==> src/hdl/sst_pkg.sv <==
// shared types and constants for the two-sensor speed trap
`default_nettype none
package sst_pkg;

   localparam int SAMPLE_BITS  = 12;
   localparam int TIME_BITS    = 32;
   localparam int THRESH_BITS  = 12;
   localparam int TIMEOUT_BITS = 16;
   localparam int COOL_BITS    = 16;
   localparam int DIST_BITS    = 14;
   localparam int TRANSIT_BITS = 16;
   localparam int MPS_BITS     = 20;
   localparam int KMH_BITS     = 22;
   localparam int QUOT_BITS    = 23;
   localparam int COUNT_BITS   = $clog2(QUOT_BITS);

   localparam int REQ_FIELD_BITS = 2 * SAMPLE_BITS + TIME_BITS;
   localparam int REQ_TDATA_BITS = ((REQ_FIELD_BITS + 7) / 8) * 8;
   localparam int RSP_FIELD_BITS = TRANSIT_BITS + MPS_BITS + KMH_BITS;
   localparam int RSP_TDATA_BITS = ((RSP_FIELD_BITS + 7) / 8) * 8;
   localparam int RSP_TUSER_BITS = 8;

   localparam int CSR_INDEX_BITS = 2;
   localparam int CSR_DATA_BITS  = 16;

   localparam logic [CSR_INDEX_BITS-1:0] CSR_TRIGGER_THRESHOLD = 2'd0;
   localparam logic [CSR_INDEX_BITS-1:0] CSR_TIMEOUT_MS        = 2'd1;
   localparam logic [CSR_INDEX_BITS-1:0] CSR_COOLDOWN_MS       = 2'd2;
   localparam logic [CSR_INDEX_BITS-1:0] CSR_GATE_DISTANCE_MM  = 2'd3;

   localparam logic [THRESH_BITS-1:0]  THRESH_RESET  = 12'd2000;
   localparam logic [TIMEOUT_BITS-1:0] TIMEOUT_RESET = 16'd5000;
   localparam logic [COOL_BITS-1:0]    COOL_RESET    = 16'd1000;
   localparam logic [DIST_BITS-1:0]    DIST_RESET    = 14'd500;

   localparam logic [QUOT_BITS-1:0] MPS_SCALE = 23'd100;
   localparam logic [QUOT_BITS-1:0] KMH_SCALE = 23'd360;
   localparam logic [QUOT_BITS-1:0] MPS_MAX   = 23'd1000000;
   localparam logic [QUOT_BITS-1:0] KMH_MAX   = 23'd3600000;

   localparam logic EVENT_MEASURED = 1'b0;
   localparam logic EVENT_TIMEOUT  = 1'b1;

   typedef struct packed {
      logic [THRESH_BITS-1:0]  trigger_threshold;
      logic [TIMEOUT_BITS-1:0] timeout_ms;
      logic [COOL_BITS-1:0]    cooldown_ms;
      logic [DIST_BITS-1:0]    gate_distance_mm;
   } cfg_type;

   typedef struct packed {
      logic                    event_kind;
      logic [TRANSIT_BITS-1:0] transit_ms;
      logic                    speed_valid;
      logic [MPS_BITS-1:0]     speed_centi_mps;
      logic [KMH_BITS-1:0]     speed_centi_kmh;
   } result_type;

   typedef struct packed {
      logic                    start;
      logic [QUOT_BITS-1:0]    dividend;
      logic [TRANSIT_BITS-1:0] divisor;
   } div_req_type;

   typedef struct packed {
      logic                 done;
      logic [QUOT_BITS-1:0] quotient;
   } div_rsp_type;

endpackage
`default_nettype wire

==> src/hdl/sst_div.sv <==
// shared restoring divider, one quotient bit per cycle
`default_nettype none
module sst_div (
   input  wire logic                 clock,
   input  wire logic                 reset,
   input  wire sst_pkg::div_req_type div_req,
   output sst_pkg::div_rsp_type      div_rsp
);
   import sst_pkg::*;

   logic                    busy_ff, busy_in;
   logic                    done_ff, done_in;
   logic [COUNT_BITS-1:0]   count_ff, count_in;
   logic [QUOT_BITS-1:0]    work_ff, work_in;
   logic [TRANSIT_BITS-1:0] rem_ff, rem_in;
   logic [TRANSIT_BITS-1:0] divisor_ff, divisor_in;
   logic [TRANSIT_BITS:0]   rem_shift;
   logic [TRANSIT_BITS:0]   diff;
   logic                    fits;

   // trial subtract of the shifted remainder
   assign rem_shift = {rem_ff, work_ff[QUOT_BITS-1]};
   assign diff      = rem_shift - {1'b0, divisor_ff};
   assign fits      = rem_shift >= {1'b0, divisor_ff};

   always_comb begin
      busy_in    = busy_ff;
      done_in    = 1'b0;
      count_in   = count_ff;
      work_in    = work_ff;
      rem_in     = rem_ff;
      divisor_in = divisor_ff;
      if (busy_ff) begin
         work_in  = {work_ff[QUOT_BITS-2:0], fits};
         rem_in   = fits ? diff[TRANSIT_BITS-1:0] : rem_shift[TRANSIT_BITS-1:0];
         count_in = count_ff + 1'b1;
         if (count_ff == COUNT_BITS'(QUOT_BITS - 1)) begin
            busy_in = 1'b0;
            done_in = 1'b1;
         end
      end else if (div_req.start) begin
         busy_in    = 1'b1;
         count_in   = '0;
         work_in    = div_req.dividend;
         rem_in     = '0;
         divisor_in = div_req.divisor;
      end
   end

   always_ff @(posedge clock) begin
      if (reset) begin
         busy_ff  <= 1'b0;
         done_ff  <= 1'b0;
         count_ff <= '0;
      end else begin
         busy_ff  <= busy_in;
         done_ff  <= done_in;
         count_ff <= count_in;
      end
      work_ff    <= work_in;
      rem_ff     <= rem_in;
      divisor_ff <= divisor_in;
   end

   assign div_rsp.done     = done_ff;
   assign div_rsp.quotient = work_ff;

endmodule
`default_nettype wire

==> src/hdl/sst_ctrl.sv <==
// trap phase tracking and result sequencer driving the shared divider
`default_nettype none
module sst_ctrl (
   input  wire logic                                 clock,
   input  wire logic                                 reset,
   input  wire sst_pkg::cfg_type                     cfg,
   input  wire logic                                 req_fire,
   input  wire logic [sst_pkg::SAMPLE_BITS-1:0]      first_sample,
   input  wire logic [sst_pkg::SAMPLE_BITS-1:0]      second_sample,
   input  wire logic [sst_pkg::TIME_BITS-1:0]        now_ms,
   input  wire logic                                 out_free,
   input  wire sst_pkg::div_rsp_type                 div_rsp,
   output sst_pkg::div_req_type                      div_req,
   output logic                                      req_ready,
   output logic                                      push,
   output sst_pkg::result_type                       result
);
   import sst_pkg::*;

   typedef enum logic [2:0] {
      PH_IDLE = 3'b001,
      PH_WAIT = 3'b010,
      PH_COOL = 3'b100
   } phase_type;

   typedef enum logic [3:0] {
      SEQ_IDLE = 4'b0001,
      SEQ_MPS  = 4'b0010,
      SEQ_KMH  = 4'b0100,
      SEQ_PUSH = 4'b1000
   } seq_type;

   phase_type             phase_ff, phase_in;
   seq_type               seq_ff, seq_in;
   logic [TIME_BITS-1:0]  start_ff, start_in;
   logic [TIME_BITS-1:0]  cool_ff, cool_in;
   result_type            result_ff, result_in;
   logic [TIME_BITS-1:0]  elapsed;
   logic [TIME_BITS-1:0]  cool_gap;
   logic                  timed_out;
   logic [QUOT_BITS-1:0]  dist_ext;

   function automatic logic [QUOT_BITS-1:0] clamp(input logic [QUOT_BITS-1:0] q,
                                                  input logic [QUOT_BITS-1:0] cap);
      clamp = (q > cap) ? cap : q;
   endfunction

   // wrap-safe time differences
   assign elapsed   = now_ms - start_ff;
   assign cool_gap  = now_ms - cool_ff;
   assign timed_out = elapsed > TIME_BITS'(cfg.timeout_ms);
   assign dist_ext  = QUOT_BITS'(cfg.gate_distance_mm);

   always_comb begin
      phase_in = phase_ff;
      seq_in   = seq_ff;
      start_in = start_ff;
      cool_in  = cool_ff;
      result_in = result_ff;
      div_req.start    = 1'b0;
      div_req.dividend = dist_ext * MPS_SCALE;
      div_req.divisor  = result_ff.transit_ms;
      push = 1'b0;
      case (seq_ff)
         SEQ_IDLE: begin
            if (req_fire) begin
               case (phase_ff)
                  PH_WAIT: begin
                     if (timed_out) begin
                        result_in = '0;
                        result_in.event_kind = EVENT_TIMEOUT;
                        phase_in = PH_IDLE;
                        seq_in   = SEQ_PUSH;
                     end else if (second_sample > cfg.trigger_threshold) begin
                        result_in = '0;
                        result_in.event_kind = EVENT_MEASURED;
                        result_in.transit_ms = elapsed[TRANSIT_BITS-1:0];
                        cool_in  = now_ms + TIME_BITS'(cfg.cooldown_ms);
                        phase_in = PH_COOL;
                        if (elapsed != '0) begin
                           result_in.speed_valid = 1'b1;
                           div_req.start   = 1'b1;
                           div_req.divisor = elapsed[TRANSIT_BITS-1:0];
                           seq_in = SEQ_MPS;
                        end else begin
                           seq_in = SEQ_PUSH;
                        end
                     end
                  end
                  PH_COOL: begin
                     if (!cool_gap[TIME_BITS-1]) begin
                        phase_in = PH_IDLE;
                     end
                  end
                  default: begin
                     if (first_sample > cfg.trigger_threshold) begin
                        start_in = now_ms;
                        phase_in = PH_WAIT;
                     end else begin
                        phase_in = PH_IDLE;
                     end
                  end
               endcase
            end
         end
         SEQ_MPS: begin
            if (div_rsp.done) begin
               result_in.speed_centi_mps = MPS_BITS'(clamp(div_rsp.quotient, MPS_MAX));
               div_req.start    = 1'b1;
               div_req.dividend = dist_ext * KMH_SCALE;
               seq_in = SEQ_KMH;
            end
         end
         SEQ_KMH: begin
            if (div_rsp.done) begin
               result_in.speed_centi_kmh = KMH_BITS'(clamp(div_rsp.quotient, KMH_MAX));
               seq_in = SEQ_PUSH;
            end
         end
         SEQ_PUSH: begin
            if (out_free) begin
               push   = 1'b1;
               seq_in = SEQ_IDLE;
            end
         end
         default: begin
            seq_in = SEQ_IDLE;
         end
      endcase
   end

   always_ff @(posedge clock) begin
      if (reset) begin
         phase_ff <= PH_IDLE;
         seq_ff   <= SEQ_IDLE;
         start_ff <= '0;
         cool_ff  <= '0;
      end else begin
         phase_ff <= phase_in;
         seq_ff   <= seq_in;
         start_ff <= start_in;
         cool_ff  <= cool_in;
      end
      result_ff <= result_in;
   end

   assign req_ready = (seq_ff == SEQ_IDLE);
   assign result    = result_ff;

endmodule
`default_nettype wire

==> src/hdl/two_sensor_speed_trap.sv <==
// top level of the two-sensor speed trap timer
`default_nettype none
// Two-gate speed trap. Each req transaction carries a pair of sensor samples
// and a wrapping millisecond timestamp. The trap arms when the first sensor
// rises above trigger_threshold, then waits for the second sensor; a wait
// longer than timeout_ms gives a timeout result (tuser bit 0 set, all other
// fields zero). A second-sensor trigger gives the transit time and, for a
// nonzero transit, the speed in hundredths of m/s and km/h (truncated,
// saturated at 1000000 and 3600000), followed by a cooldown of cooldown_ms
// before the trap rearms. An item that yields no result, or a timeout or
// zero-transit result, does not use the divider; each result passes through
// the push state into the output register. A measurement with a speed runs
// the shared one-bit-per-cycle divider for two 23-step divisions back to
// back (m/s, then km/h). req_tready is low while an item is in the core; a
// finished result sits in the rsp output register and the core accepts new
// items meanwhile, stalling only when a second result is ready before the
// first has been taken. Configuration writes are always accepted and should
// be issued only while the trap is idle.
module two_sensor_speed_trap (
   input  wire logic                                 clock,
   input  wire logic                                 reset,
   // req transaction
   input  wire logic                                 req_tvalid,
   output logic                                      req_tready,
   // tdata fields from bit 0: first_sample, second_sample, now_ms
   input  wire logic [sst_pkg::REQ_TDATA_BITS-1:0]   req_tdata,
   // rsp transaction
   output logic                                      rsp_tvalid,
   input  wire logic                                 rsp_tready,
   // tdata fields from bit 0: transit_ms, speed_centi_mps, speed_centi_kmh, zero pad
   output logic [sst_pkg::RSP_TDATA_BITS-1:0]        rsp_tdata,
   // tuser fields from bit 0: event_kind, speed_valid, zero pad
   output logic [sst_pkg::RSP_TUSER_BITS-1:0]        rsp_tuser,
   // register write channel
   input  wire logic                                 csr_valid,
   output logic                                      csr_ready,
   input  wire logic [sst_pkg::CSR_INDEX_BITS-1:0]   csr_index,
   input  wire logic [sst_pkg::CSR_DATA_BITS-1:0]    csr_data
);
   import sst_pkg::*;

   cfg_type                    cfg_ff, cfg_in;
   logic                       rsp_valid_ff, rsp_valid_in;
   result_type                 rsp_result_ff, rsp_result_in;
   logic                       req_fire;
   logic                       out_free;
   logic                       push;
   result_type                 core_result;
   div_req_type                div_req;
   div_rsp_type                div_rsp;
   logic [SAMPLE_BITS-1:0]     first_sample;
   logic [SAMPLE_BITS-1:0]     second_sample;
   logic [TIME_BITS-1:0]       now_ms;

   // unpack request fields, lowest first
   assign first_sample  = req_tdata[SAMPLE_BITS-1:0];
   assign second_sample = req_tdata[2*SAMPLE_BITS-1:SAMPLE_BITS];
   assign now_ms        = req_tdata[REQ_FIELD_BITS-1:2*SAMPLE_BITS];

   assign req_fire = req_tvalid && req_tready;
   // output register is free when empty or being drained this cycle
   assign out_free = !rsp_valid_ff || rsp_tready;

   // register file, writes are always taken
   assign csr_ready = 1'b1;

   always_comb begin
      cfg_in = cfg_ff;
      if (csr_valid) begin
         case (csr_index)
            CSR_TRIGGER_THRESHOLD: cfg_in.trigger_threshold = csr_data[THRESH_BITS-1:0];
            CSR_TIMEOUT_MS:        cfg_in.timeout_ms        = csr_data[TIMEOUT_BITS-1:0];
            CSR_COOLDOWN_MS:       cfg_in.cooldown_ms       = csr_data[COOL_BITS-1:0];
            CSR_GATE_DISTANCE_MM:  cfg_in.gate_distance_mm  = csr_data[DIST_BITS-1:0];
            default: cfg_in = cfg_ff;
         endcase
      end
   end

   // result output register
   always_comb begin
      rsp_valid_in  = rsp_valid_ff;
      rsp_result_in = rsp_result_ff;
      if (push) begin
         rsp_valid_in  = 1'b1;
         rsp_result_in = core_result;
      end else if (rsp_tready) begin
         rsp_valid_in = 1'b0;
      end
   end

   always_ff @(posedge clock) begin
      if (reset) begin
         cfg_ff.trigger_threshold <= THRESH_RESET;
         cfg_ff.timeout_ms        <= TIMEOUT_RESET;
         cfg_ff.cooldown_ms       <= COOL_RESET;
         cfg_ff.gate_distance_mm  <= DIST_RESET;
         rsp_valid_ff             <= 1'b0;
      end else begin
         cfg_ff       <= cfg_in;
         rsp_valid_ff <= rsp_valid_in;
      end
      rsp_result_ff <= rsp_result_in;
   end

   sst_ctrl u_ctrl (
      .clock         (clock),
      .reset         (reset),
      .cfg           (cfg_ff),
      .req_fire      (req_fire),
      .first_sample  (first_sample),
      .second_sample (second_sample),
      .now_ms        (now_ms),
      .out_free      (out_free),
      .div_rsp       (div_rsp),
      .div_req       (div_req),
      .req_ready     (req_tready),
      .push          (push),
      .result        (core_result)
   );

   sst_div u_div (
      .clock   (clock),
      .reset   (reset),
      .div_req (div_req),
      .div_rsp (div_rsp)
   );

   assign rsp_tvalid = rsp_valid_ff;
   assign rsp_tdata  = {(RSP_TDATA_BITS - RSP_FIELD_BITS)'(0),
                        rsp_result_ff.speed_centi_kmh,
                        rsp_result_ff.speed_centi_mps,
                        rsp_result_ff.transit_ms};
   assign rsp_tuser  = {(RSP_TUSER_BITS - 2)'(0),
                        rsp_result_ff.speed_valid,
                        rsp_result_ff.event_kind};

endmodule
`default_nettype wire

==> config.mk <==
export PLATFORM = sky130hd
export DESIGN_NAME = two_sensor_speed_trap
export DESIGN_NICKNAME = d
export VERILOG_FILES = /design/src/hdl/sst_pkg.sv /design/src/hdl/sst_div.sv /design/src/hdl/sst_ctrl.sv /design/src/hdl/two_sensor_speed_trap.sv
export SDC_FILE = /design/constraint.sdc
export NUM_CORES = 1
export LEC_CHECK = 0
export BUFFER_PORTS_ARGS = -buffer_cell sky130_fd_sc_hd__buf_2
export CORE_MARGIN = 4
export CORE_UTILIZATION = 38
export CTS_CLUSTER_DIAMETER = 60
export DETAILED_ROUTE_END_ITERATION = 8
export GPL_ROUTABILITY_DRIVEN = 0
export HOLD_SLACK_MARGIN = 0.02
export PLACE_DENSITY_LB_ADDON = 0.25
export SETUP_SLACK_MARGIN = 0.2
export SYNTH_ARGS = -nofsm -noshare
export SYNTH_HDL_FRONTEND = slang
export SYNTH_SLANG_ARGS = --single-unit
==> constraint.sdc <==
create_clock -name clock -period 8.95 [get_ports clock]
set_input_delay 0.895 -clock clock [delete_from_list [all_inputs] [get_ports clock]]
set_output_delay 0.895 -clock clock [all_outputs]
set_load 0.02 [all_outputs]
; ---- After elaboration in Yosys (flattened, before gate mapping)
; Index checks and enable logic that the tools add are counted.
[word_totals]
reg_bits = 312
latchBits = 0
ramBits = 0
mem_bits_ro = 0
inputBits = 79
output_inout_bits = 75
wordCells = 136
n_memories = 0
[classes]
n_addsub = 5
multipliers = 2
div_mod_pow = 0
n_lt_le_gt_ge = 6
n_eq_ne = 18
shifts = 0
mux = 53
n_bitwise = 3
n_reduce_logical = 24
[op_table]
columns = operator, n
row1 = $mux W16, 9
row2 = $mux W42, 3
row3 = $mux W23, 3
row4 = $sub A32 B32 Y32, 2
row5 = $mux W60, 1
row6 = $mux W22, 2
row7 = $pmux W22 S2, 1
row8 = $mux W20, 2
row9 = $pmux W20 S2, 1
row10 = $add A32 B16 Y32, 1
row11 = $gt A32 B16 Y1, 1
row12 = $mux W4, 8
row13 = $reduce_bool A32 Y1, 1
row14 = $gt A12 B12 Y1, 2
row15 = $mux W24, 1
row16 = $gt A23 B20 Y1 const B, 1
row17 = $gt A23 B22 Y1 const B, 1
row18 = $mul A14 B6 Y20 const B, 1
row19 = $mul A14 B5 Y19 const B, 1
row20 = $ge A17 B16 Y1, 1
row21 = $pmux W4 S4, 1
row22 = $sub A16 B16 Y16, 1
row23 = $reduce_and A5 Y1, 3
row24 = $mux W1, 13
row25 = 28 further kinds, 50

; ---- Logic depth before layout (Yosys ltp)
; Gate-level depths: netlist of run 1.
[logic_depth]
depth_word = 10
mapped_depth = 24
mapped_depth_nobuf = 22

; ---- By module
; From an unflattened synthesis of run 1, not the netlist that was laid out.
[hier_totals]
hier_cells = 2136
hier_area_um2 = 20833.7
[modules_own_cells]
columns = mod, n_inst, cells_per_inst, area_each_um2
row1 = sst_ctrl, 1, 1555, 13196.4
row2 = two_sensor_speed_trap, 1, 301, 4266.6
row3 = sst_div, 1, 280, 3370.7

; ---- Worst setup path after synthesis of run 1
; OpenSTA, ideal clock, no wires.
[synth_path]
kind = in2reg
start = input port req_tdata[24] (netlist bit)
end = register u_div.rem_ff[0] (enable)
setup_ns = 0.403
arrival_time_ns = 6.475
required_ns = 8.547
slack_ns = 2.072
cell_stages = 23
path_cell_list = inv_1 -> ha_1 -> fa_1 -> nor2b_1 -> o31a_1 -> o221a_2 -> nor2_1 -> o21a_1 -> o21bai_1 -> xor2_1 -> ha_1 -> nand4_1 -> nor3_1 -> a211oi_1 -> o21ai_0 -> a211o_1 -> nor4_1 -> nand4_1 -> or4b_4 -> or4b_1 -> or3b_4 -> buf_6 -> nand3_1
[synth_between]
elab_chain_len = 9
[synth_lines]
columns = item, line
row1 = start: declaration, two_sensor_speed_trap.sv:26  ; input wire logic [sst_pkg::REQ_TDATA_BITS-1:0] req_tdata,
row2 = $sub A32 B32 Y32 *, sst_ctrl.sv:49  ; assign elapsed = now_ms - start_ff;
row3 = named net u_ctrl.elapsed[12], sst_ctrl.sv:38  ; logic [TIME_BITS-1:0] elapsed;
row4 = "parallel branches: the longest is 3 deep, another holds $gt A32 B16 Y1", --
row5 = $mux W1 *, sst_ctrl.sv:69  ; if (timed_out) begin
row6 = $mux W1 *, sst_ctrl.sv:67  ; case (phase_ff)
row7 = $mux W1 *, sst_ctrl.sv:66  ; if (req_fire) begin
row8 = $pmux W1 S2 *, sst_ctrl.sv:64  ; case (seq_ff)
row9 = $reduce_bool A2 Y1 (no source line) *, --
row10 = end signal: assignment, sst_div.sv:61  ; rem_ff <= rem_in;
row11 = end: declaration, sst_div.sv:15  ; logic [TRANSIT_BITS-1:0] rem_ff, rem_in;
; Mark *: on every way through the listed nets, which the timed path passes.
; A chain may end at the register's enable or synchronous reset.

; ---- Final worst setup path of run 1
[layout_path]
start = input port req_tdata[24] (netlist bit)
end = register u_div.divisor_ff[14] (enable)
[layout_between]
elab_chain_len = 9
[layout_lines]
columns = item, line
row1 = $sub A32 B32 Y32 *, sst_ctrl.sv:49
row2 = named net u_ctrl.elapsed[12], sst_ctrl.sv:38
row3 = "parallel branches: the longest is 3 deep, another holds $gt A32 B16 Y1", --
row4 = $mux W1 *, sst_ctrl.sv:69
row5 = $mux W1 *, sst_ctrl.sv:67
row6 = $mux W1 *, sst_ctrl.sv:66
row7 = $pmux W1 S2 *, sst_ctrl.sv:64
row8 = $reduce_and A2 Y1 (no source line) *, --
row9 = end signal: assignment, sst_div.sv:62  ; divisor_ff <= divisor_in;
row10 = end: declaration, sst_div.sv:16  ; logic [TRANSIT_BITS-1:0] divisor_ff, divisor_in;
; Marks and branches as above.

==> key figures, run 1 <==
Timing
  • Slew HR: 0.225
  • Hold slack: 415 ps
  • RSZ-0062 raised after global routing: false
  • Max Fclk: 0.140 GHz
  • Skew final: 31.9 ps
  • TNS Setup: 0 ps
  • Slew Viols, Final: 0
  • Final setup viols: 0
  • Fin crit period: ~7100 ps
  • Slew @ Worst Pin: approximately 1200 ps
  • Final hold violations: 0
  • Final worst-path cycle share: 0.797

Pwr
  • Lkg Pwr: 0.00955 uW
  • Worst vdd ir: 0.121 mV
  • Power density over cell area: just under 200 nW/um2

Setup path
  • Worst Setup Start Kind: input pin
  • Worst Path Arrival: 7310 ps
  • Worst path required time: 9120 ps
  • Crit-path max FO: 20
  • CP cell instances: buf_2 > inv_1 > ha_1 > fa_1 > nor2b_1 > o31a_1 > o221a_2 > nor2_1 > o21a_1 > o21bai_1 > xor2_1 > ha_1 > nand4_1 > nor3_1 > a211oi_1 > o21ai_0 > a211o_1 > nor4_1 > nand4_1 > or4b_4 > or4b_1 > buf_4 > or3b_4 > a21oi_2
  • Largest stage delay on the critical path: 760 ps
  • Critical path class: input pin to flop
  • Crit end category: flop
  • Crit-path slowest cell: a21oi_2

Clock network
  • CTS sink cnt: roughly 310
  • Register clock-pin slew on the reported worst setup and hold paths: 60 ps
  • CTS Buffer Depth: 3
  • Number of CTS-inserted buffers: 40
  • CTS root buffer: clkbuf_16
  • Post-CTS Setup Bufs: 0
  • # hold bufs at CTS: 0
  • Worst skew pair latency: 570 ps
  • CTS tree: done
  • Post-CTS Resized: 0
  • Max H-tree Level: 2

Die
  • Die W: between 200 and 250 um
  • Row count: 84
  • I/O pin cnt: approximately 150
  • Die ar.: 57000 um2
  • Initial core utilization: 0.384
  • Die Ht: 239 um
  • Core area: 52700 um2

GRT
  • Antenna violations before repair: 2
  • Vias in the first global route: 15500
  • Grt ovf: 0
  • GR Util All Layers: 0.176
  • First-pass GRT wire length: just over 80000 um
  • Pin count of the biggest net entering global routing: 77

Cells and area
  • Non-Filler Instances: 3005
  • Most common cell after layout, fill and taps aside: inv_1
  • Footprint of the multi-input gates: 11000 um2
  • Highest-count cells in the layout ignoring fill and taps: inv_1 (250), nor2_1 (222), ha_1 (219), edfxtp_1 (175), nand2_1 (152)
  • N_diodes: 0
  • Register area: 8000 um2
  • Final nets: 2617
  • Fill count: just over 5000
  • Share of layout cells above drive strength 1: 0.107
  • Synthesis-to-layout area growth: 13.6%

Logic synthesis
  • Post-synth EDFFs: roughly 180
  • Post-synth ARST share: 0
  • Post-synthesis sequential area ratio: 0.395
  • Syn Area/Cell: 9.33 um2
  • Ys flop type: edfxtp_1
  • Post-Synthesis Cell Area: 20200 um2
  • FF+latch count, synth: around 310
  • Yosys warns: 0
  • Post-synth cell types: 78
  • Gate Count Post-Synth: 2168

Placed design
  • Dpl hpwl: 39300 um
  • Placed Instances: 2931
  • Number of port buffers: 140

Routing
  • 1st-iter DRT viols: 831
  • DR WL/cell: 16.9 um
  • Vias per cell: 5.27
  • Post-route ant nets: 0
  • Drt pass-1 iters: 5
  • Drt drc: 0
  • Routed vias: ~16000
  • Post-Route WL: 50900 um

Job
  • Max Cap Viol: 0

Status
  • Status: finished clean

Hold path
  • Classification of the worst-slack hold path: flop to flop
[stage by stage]
step                      power [uW]  setup WS [ps]  cell area, um2  utilization
after floorplan                 2480           2070           20300            -
after global routing            4700           1390           23000        0.437
final                           4440           1810           23000        0.437
after CTS                       4480           1930           23000        0.437
after global placement          2730           1520           21600        0.409
after detailed placement        2760           1380           21600        0.409
[synthesized netlist by cell type, drive strengths merged (33+ instances only)]
library cell / instances / area [um2]
ha: 219 / 2740
o21ai: 91 / 455
nor3: 40 / 200
nor2: 224 / 841
fa: 34 / 681
inv: 250 / 938
mux2i: 65 / 651
nand4: 33 / 206
xnor2: 52 / 455
dfxtp: 137 / 2740
a21o: 41 / 308
xor2: 37 / 324
nand3: 44 / 220
a211oi: 36 / 270
clkbuf: 62 / 233
a21oi: 146 / 734
nand2: 152 / 571
edfxtp: 175 / 5260
[logic make-up (layout without fill, tap and decap cells)]
logic type      Yosys count  count (layout)  synth area share
simple gates            660             660             0.157
compound gates          442             442             0.138
mux                      73              73            0.0366
other cells               2              13          0.000371
fa+ha+maj               253             253             0.169
flops                   312             312             0.395
xor+xnor                 89              89            0.0385
buf+inv                 337             475            0.0657
[cell type report]
class / instances / share of cell area
clock buffers: 55 / 0.0510
clock inverters: 19 / 0.0111
inverters: 252 / 0.0412
multi-input cells: 1530 / 0.478
flip-flops and latches: 312 / 0.348
well taps: 688 / 0.0375
repair buffers: 149 / 0.0335
[sequential cells by signal (all words and copies together), names as in the netlist, 2 cells and up]
name and flops:
u_ctrl.start_ff 32, u_ctrl.seq_ff 4, rsp_tuser 2, u_ctrl.phase_ff 3
rsp_tdata 58, u_ctrl.result 60, u_div.rem_ff 16, u_ctrl.cool_ff 32
u_div.divisor_ff 16, u_div.count_ff 5, cfg_ff 58, u_div.work_ff 23
[worst max-delay path: cells and delay by family]
kind / cells / cell delay (ps)
AND/OR/NAND/NOR: 9 / 2390
AO/OA/AOI/OAI: 8 / 2160
adder cells (fa/ha/maj): 3 / 960
XOR/XNOR: 1 / 490
buffers and inverters: 3 / 400
[power breakdown]
group	internal (uW)	switching [uW]	total (uW)	leakage [uW]
Clock	1050	658	1710	0.000687
Sequential	1630	41.0	1670	0.00269
Combinational	408	662	1070	0.00617
Total	3080	1360	4440	0.00955
[per-layer routing]
metal	part of all wire	routed length (um)	vias to the layer above	global-route usage
met5	0.00018	9	-	0
met2	0.45	22900	381	0.284
li1	-	-	7840	-
met3	0.052	2650	98	0.0313
met4	0.035	1760	2	0.0621
met1	0.46	23600	7507	0.237
[path summary, 6_finish.rpt]
| kind | start | end | slack, ps | cells past startpoint |
|---|---|---|---|---|
| setup / recovery | req_tdata[24] | u_div.divisor_ff[14]$_DFFE_PP_ | 1810 | 24 |
| hold / removal | u_ctrl.result[18]$_SDFFCE_PN0P_ | rsp_tdata[54]$_DFFE_PP_ | 420 | 0 |
| hold reg to reg | u_ctrl.result[18]$_SDFFCE_PN0P_ | rsp_tdata[54]$_DFFE_PP_ | 420 | 0 |
| setup reg to reg | u_ctrl.start_ff[1]$_SDFFE_PP0P_ | u_div.divisor_ff[14]$_DFFE_PP_ | 1940 | 22 |
Power figures use the tool's default switching activity.
==> inputs of run 2 (changes only) <==
- ABC_AREA: default -> 1
- clock period: 8.95 -> 7.4 ns (I/O delays scaled with it)
==> run 2 against run 1 <==
  * Non-clock buffer count fell by 2
  * Flip-flop and latch count did not move
  * Power rose by 43%
  * Critical path depth rose by 3
==> key figures, run 2 <==
Logic synthesis
  • FF+latch count, synth: 312 (unchanged)
  • Post-Synthesis Cell Area: 20600 um2 (+1.9%)
  • Ys flop type: edfxtp_1
  • Post-synth ARST share: 0 (unchanged)
  • Gate Count Post-Synth: 2576 (+19%)
  • Syn Area/Cell: 8.01 um2 (-14%)
  • Area share of the largest cell type after synthesis: 0.255 (-0.00490)
  • Most frequent cell after synthesis: nand2_1
  • Post-synth EDFFs: 175 (unchanged)
  • Post-synthesis sequential area ratio: 0.388 (-0.00745)
  • Synth area leaders: edfxtp_1 (25%), dfxtp_1 (13%), ha_1 (13%), nand2_1 (9.2%), inv_1 (8.4%)
  • Post-synth top area cell: edfxtp_1
  • Synth cell count leaders: nand2_1 (504), inv_1 (464), a21oi_1 (244), nor2_1 (221), ha_1 (219)
  • Yosys warns: 0 (unchanged)
  • Post-synth cell types: 57 (-27%)

Cells and area
  • Most common cell after layout, fill and taps aside: nand2_1
  • Share of layout cells above drive strength 1: 0.0977 (-0.00937)
  • Final nets: 3043 (+16%)
  • Max reg flops: 60 (unchanged)
  • Non-Filler Instances: 3441 (+15%)
  • Highest-count cells in the layout ignoring fill and taps: nand2_1 (503), inv_1 (463), a21oi_1 (243), nor2_1 (220), ha_1 (219)
  • Design Area, Final: 23400 um2 (+1.9%)
  • Synthesis-to-layout area growth: 13.5% (about the same)

Routing
  • DR WL/cell: 16.6 um (-2.2%)
  • 1st-iter DRT viols: 1083 (+30%)
  • Post-route ant nets: 0 (unchanged)
  • Routed vias: 17200 (+8.8%)
  • Post-Route WL: 57000 um (+12%)
  • Drt pass-1 iters: 8 (+3)
  • Drt drc: 0 (unchanged)
  • Vias per cell: 5.01 (-5.0%)

Setup path
  • Worst path required time: 7600 ps (-1520 ps)
  • Crit-path max FO: 41 (+110%)
  • Worst Path Arrival: 4930 ps (-2380 ps)
  • Critical path class: input pin to flop
  • Crit end category: flop
  • Worst Setup Start Kind: input pin

Die
  • Die Ht: 241 um (+0.93%)
  • Die W: 241 um (+0.93%)
  • I/O pin cnt: 154 (unchanged)
  • Core area: 53800 um2 (+2.2%)
  • Row count: 85 (+1.2%)
  • Initial core utilization: 0.383 (-0.00104)
  • Die ar.: 58100 um2 (+1.9%)

GRT
  • Vias in the first global route: 16700 (+7.6%)
  • Pin count of the biggest net entering global routing: 84 (+9.1%)
  • GR Util All Layers: 0.196 (+0.0206)
  • Grt ovf: 0 (unchanged)
  • Antenna violations before repair: 1 (-1)
  • First-pass GRT wire length: 90100 um (+11%)

Pwr
  • Sw Share: 0.355 (+0.0487)
  • Worst vdd ir: 0.172 mV (+42%)
  • Lkg Pwr: 0.0110 uW (+16%)
  • Clk pwr share: 0.330 (-0.054)
  • Flop pwr share: 0.354 (-0.021)
  • Power density over cell area: 271 nW/um2 (+40%)
  • Combinational power share: 0.316 (+0.075)
  • Int Pwr: 4090 uW (+33%)
  • Switching power: 2250 uW (+65%)

Timing
  • Final hold violations: 0 (unchanged)
  • RSZ-0062 raised after global routing: false
  • Slew @ Worst Pin: 1110 ps (-44.1 ps)
  • Final setup viols: 0 (unchanged)
  • TNS Setup: 0 ps (unchanged)
  • Max Fclk: 0.212 GHz
  • Slew Viols, Final: 0 (unchanged)
  • Slew HR: 0.258 (+0.0325)
  • Final worst-path cycle share: 0.639
  • Skew final: 17.3 ps (-14.6 ps)
  • Fin crit period: 4730 ps

Clock network
  • CTS Buffer Depth: 3 (unchanged)
  • Post-CTS Resized: 0 (unchanged)
  • Number of CTS-inserted buffers: 41 (+2.5%)
  • CTS tree: done
  • Worst skew pair latency: 580 ps (about the same)
  • CTS sink cnt: 312 (unchanged)
  • CTS root buffer: clkbuf_16
  • Register clock-pin slew on the reported worst setup and hold paths: 60 ps (about the same)
  • Post-CTS Setup Bufs: 0 (unchanged)
  • Max H-tree Level: 2 (unchanged)
  • # hold bufs at CTS: 0 (unchanged)

Job
  • Max Cap Viol: 0 (unchanged)

Placed design
  • Number of port buffers: 140 (unchanged)
  • Cell area after placement: 22000 um2 (+1.9%)
  • Placed Instances: 3364 (+15%)
  • Dpl hpwl: 44600 um (+13%)

Hold path
  • Classification of the worst-slack hold path: flop to flop

Status
  • Status: finished clean
## run 2: cell count changes in the layout (fill, tap and decap cells not counted), sizes merged, moves of 21 or more
cell / before / now
a211oi: 36 / 6
and2: 22 / 1
mux2i: 65 / 0
inv: 255 / 471
a21oi: 146 / 248
nand2: 152 / 517
xnor2: 52 / 24
o21ai: 91 / 162
nand3: 44 / 102
a21o: 41 / 3
nor2b: 28 / 0
## run 2: area by class of cell
cell class / count / area [um2]
clock inverter: 25 / 353
tap: 696 / 871
sequential: 312 / 8000
multi-input combinational: 1737 / 10600
clock buffer: 51 / 1090
antenna: 1 / 2.50
inverter: 472 / 1770
fill: 5458 / 30400
timing repair buffer: 147 / 753
## run 2: per-stage QoR
stage               setup slack [ps]  total power [uW]  utilization  hold slack [ps]
floorplan                       2580              3700            -              400
global placement                2150              4230        0.408              402
detailed placement              2070              4270        0.408              405
CTS                             2660              6390        0.435              417
global route                    2080              6770        0.435              419
finish                          2670              6340        0.435              414
## run 2: final timing paths
| kind | from | endpoint | slack (ps) | depth (start not counted) |
|---|---|---|---|---|
| setup / recovery | req_tdata[24] | u_div.rem_ff[8]$_SDFFCE_PN0P_ | 2670 | 27 |
| hold reg to reg | u_ctrl.result[7]$_SDFFCE_PN0P_ | rsp_tdata[43]$_DFFE_PP_ | 410 | 0 |
| hold / removal | u_ctrl.result[7]$_SDFFCE_PN0P_ | rsp_tdata[43]$_DFFE_PP_ | 410 | 0 |
| setup reg to reg | u_ctrl.start_ff[6]$_SDFFE_PP0P_ | u_div.rem_ff[8]$_SDFFCE_PN0P_ | 2690 | 24 |
## run 2: critical path: stages
cell and delay, ps:
buf_2 110, inv_1 60, ha_1 230, fa_1 450
inv_1 100, nand3_1 80, nand2_2 110, nand2_1 70
nand2_2 80, nand2_1 60, nand2_1 90, xnor2_1 210
inv_1 100, ha_1 290, nand2_1 70, nor3_1 280
nand3_1 110, nand2_1 120, nand2_1 60, nor2_1 80
nand2_1 50, nor2_1 110, nand3_2 130, nor2_8 160
nand4_4 330, nand2_1 170, buf_4 480
## run 2: power groups by stage
stage / logic [uW] / clock network (uW) / registers [uW]
global placement: 1950 / 0 / 2270
floorplan: 1410 / 0 / 2290
finish: 2000 / 2090 / 2240
global route: 2280 / 2220 / 2270
CTS: 2000 / 2150 / 2250
detailed placement: 1990 / 0 / 2280
## run 2: routing by layer
metal,track usage,up-vias,part of all wire
met5,0,-,0
met4,0.0755,0,0.038
met3,0.0269,114,0.048
met2,0.322,408,0.45
met1,0.264,8015,0.46
li1,-,8688,-
## run 2: cell families after synthesis
logic type	after synthesis	synth area share
fa+ha+maj	253	0.166
compound gates	480	0.126
flops	312	0.388
other cells	2	0.000364
xor+xnor	62	0.0263
simple gates	929	0.191
buf+inv	538	0.102
==> inputs of run 3 (changes only) <==
- clock period: 7.4 -> 4.2 ns (I/O delays scaled with it)
==> run 3 against run 2 <==
  * Critical path depth unchanged
  * Clock skew grew 34 ps
  * Non-clock buffer count rose by 167
  * Sequential share of layout area shrank 2.9 points
  * Largest cell class unchanged
  * Die area unchanged
  * Power is 92% higher
  * Setup slack worse by 2500 ps
  * Final cell count is 4.8% higher
  * Via count increased by 4.1%
  * Hold slack got worse by 210 ps
  * Critical endpoint is now u_div.rem_ff[7]$_SDFFCE_PN0P_
  * Combinational power up 130%
==> key figures, run 3 (synthesis results as in run 2) <==
Cells and area
  • Non-Filler Instances: 3606 (+4.8%)
  • Highest-count cells in the layout ignoring fill and taps: nand2_1 (458), inv_1 (446), a21oi_1 (236), nor2_1 (211), ha_1 (199)
  • Most common cell after layout, fill and taps aside: nand2_1
  • N_diodes: 0 (-1)
  • Max reg flops: 60 (unchanged)
  • Synthesis-to-layout area growth: 24.3%
  • Share of layout cells above drive strength 1: 0.199 (+0.101)
  • Final nets: 3210 (+5.5%)
  • Fill count: 5137 (-5.9%)
  • Design Area, Final: 25600 um2 (+9.5%)

Setup path
  • CP top delay family: simple AND/OR/NAND/NOR gates
  • Buf/Inv on CP: 6 (+1)
  • Crit end category: flop
  • Critical path class: flop to flop
  • Worst path required time: 4480 ps (-3120 ps)
  • Largest stage delay on the critical path: 330 ps (-150 ps)
  • Worst Path Arrival: 4280 ps (-650 ps)
  • Most frequent CP cell: nand2_2
  • Worst Setup Start Kind: flop
  • Crit-path max FO: 8 (-80%)
  • Crit-path slowest cell: ha_1

Die
  • Die W: 241 um (unchanged)
  • Die Ht: 241 um (unchanged)
  • Die ar.: 58100 um2 (unchanged)
  • Row count: 85 (unchanged)
  • I/O pin cnt: 154 (unchanged)
  • Initial core utilization: 0.383 (unchanged)
  • Core area: 53800 um2 (unchanged)

Routing
  • Vias per cell: 4.97 (-0.65%)
  • Post-Route WL: 59300 um (+4.0%)
  • Routed vias: 17900 (+4.1%)
  • Post-route ant nets: 0 (unchanged)
  • DR WL/cell: 16.4 um (-0.72%)
  • Drt drc: 0 (unchanged)
  • Drt pass-1 iters: 7 (-1)
  • 1st-iter DRT viols: 999 (-7.8%)

Placed design
  • Placed Instances: 3490 (+3.7%)
  • Number of port buffers: 140 (unchanged)
  • Dpl hpwl: 45400 um (+1.8%)
  • Cell area after placement: 23000 um2 (+4.9%)
  • Dpl ws: -387 ps (-2460 ps)

Clock network
  • Register clock-pin slew on the reported worst setup and hold paths: 60 ps (about the same)
  • Worst skew pair latency: 590 ps (about the same)
  • CTS sink cnt: 312 (unchanged)
  • CTS tree: done
  • Max H-tree Level: 2 (unchanged)
  • Number of CTS-inserted buffers: 40 (-2.4%)
  • CTS Buffer Depth: 3 (unchanged)
  • CTS root buffer: clkbuf_16

Job
  • Max Cap Viol: 0 (unchanged)

Timing
  • Slew Viols, Final: 0 (unchanged)
  • Fin crit period: 4000 ps
  • TNS Setup: 0 ps (unchanged)
  • Slew @ Worst Pin: 983 ps (-125 ps)
  • Max Fclk: 0.250 GHz
  • Final worst-path cycle share: 0.953
  • RSZ-0062 raised after global routing: true
  • Slew HR: 0.343 (+0.0856)
  • Final setup viols: 0 (unchanged)
  • Skew final: 51.5 ps (+34.2 ps)
  • Final worst slack: 196 ps (-2480 ps)
  • Final hold violations: 0 (unchanged)

GRT
  • Grt ovf: 0 (unchanged)
  • First-pass GRT wire length: 89400 um (-0.82%)
  • Pin count of the biggest net entering global routing: 73 (-13%)
  • Vias in the first global route: 17100 (+2.1%)
  • GR Util All Layers: 0.194 (-0.00190)
  • Antenna violations before repair: 5 (+4)

Status
  • Status: finished clean

Hold path
  • Classification of the worst-slack hold path: input pin to flop

Pwr
  • Lkg Pwr: 0.0120 uW (+9.0%)
  • Worst vdd ir: 0.319 mV (+86%)
  • Power density over cell area: 476 nW/um2 (+76%)
  • Pwr Total: 12200 uW (+92%)
run 3: cell count changes in the layout (fill, tap and decap cells not counted), moves of 12 or more:
cell / delta
buf_4: +137
nand2_1: -45
nand2_2: +34
ha_1: -20
ha_4: +19
inv_1: -17
inv_2: +16
buf_6: +12
dfxtp_1: -12
dfxtp_2: +12
run 3: final timing paths:
kind	from	to	slack, ps	cells past startpoint
max	u_ctrl.start_ff[2]$_SDFFE_PP0P_	u_div.rem_ff[7]$_SDFFCE_PN0P_	200	27
min	csr_data[15]	cfg_ff[29]$_SDFFE_PP0P_	200	3
max reg2reg	u_ctrl.start_ff[2]$_SDFFE_PP0P_	u_div.rem_ff[7]$_SDFFCE_PN0P_	200	27
min reg2reg	u_ctrl.result[8]$_SDFFCE_PN0P_	rsp_tdata[44]$_DFFE_PP_	420	0
run 3: power breakdown:
group,switching [uW],leakage [uW],internal (uW),total (uW)
registers,146,0.00268,3810,3960
logic,2790,0.00867,1880,4670
clock network,1420,0.000682,2140,3570
run 3: area by class of cell:
| cell class | instances | area [um2] | share of cell area |
|---|---|---|---|
| Inverter | 472 | 1780 | 0.0693 |
| Clock buffer | 51 | 1100 | 0.0430 |
| Sequential cell | 312 | 8010 | 0.312 |
| Tap cell | 696 | 871 | 0.0340 |
| Multi-Input combinational cell | 1738 | 11300 | 0.439 |
| Clock inverter | 23 | 304 | 0.0119 |
| Timing Repair Buffer | 314 | 2310 | 0.0902 |
run 3: routing by layer:
layer  share of wire  global-route usage
met1            0.45               0.259
met2            0.47               0.327
met4           0.030              0.0621
met5               0                   0
met3           0.055              0.0275
run 3: metrics by stage:
stage | hold slack (ps) | util
after global placement | 404 | 0.428
after floorplan | 400 | -
after CTS | 170 | 0.456
final | 201 | 0.476
after global routing | 184 | 0.476
after detailed placement | 405 | 0.428
run 3: repair_timing:
action / in CTS / in global routing
hold buffers: 0 / 0
pin swaps: 1 / 38
gates cloned: 0 / 10
gates resized for setup: 17 / 163
buffers inserted: 1 / 31
setup endpoints to repair: 147 / 176
run 3: tightest hold or removal path: cells and delay by family:
family	cells	cell delay, ps
simple gates	2	160
buf+inv	1	150
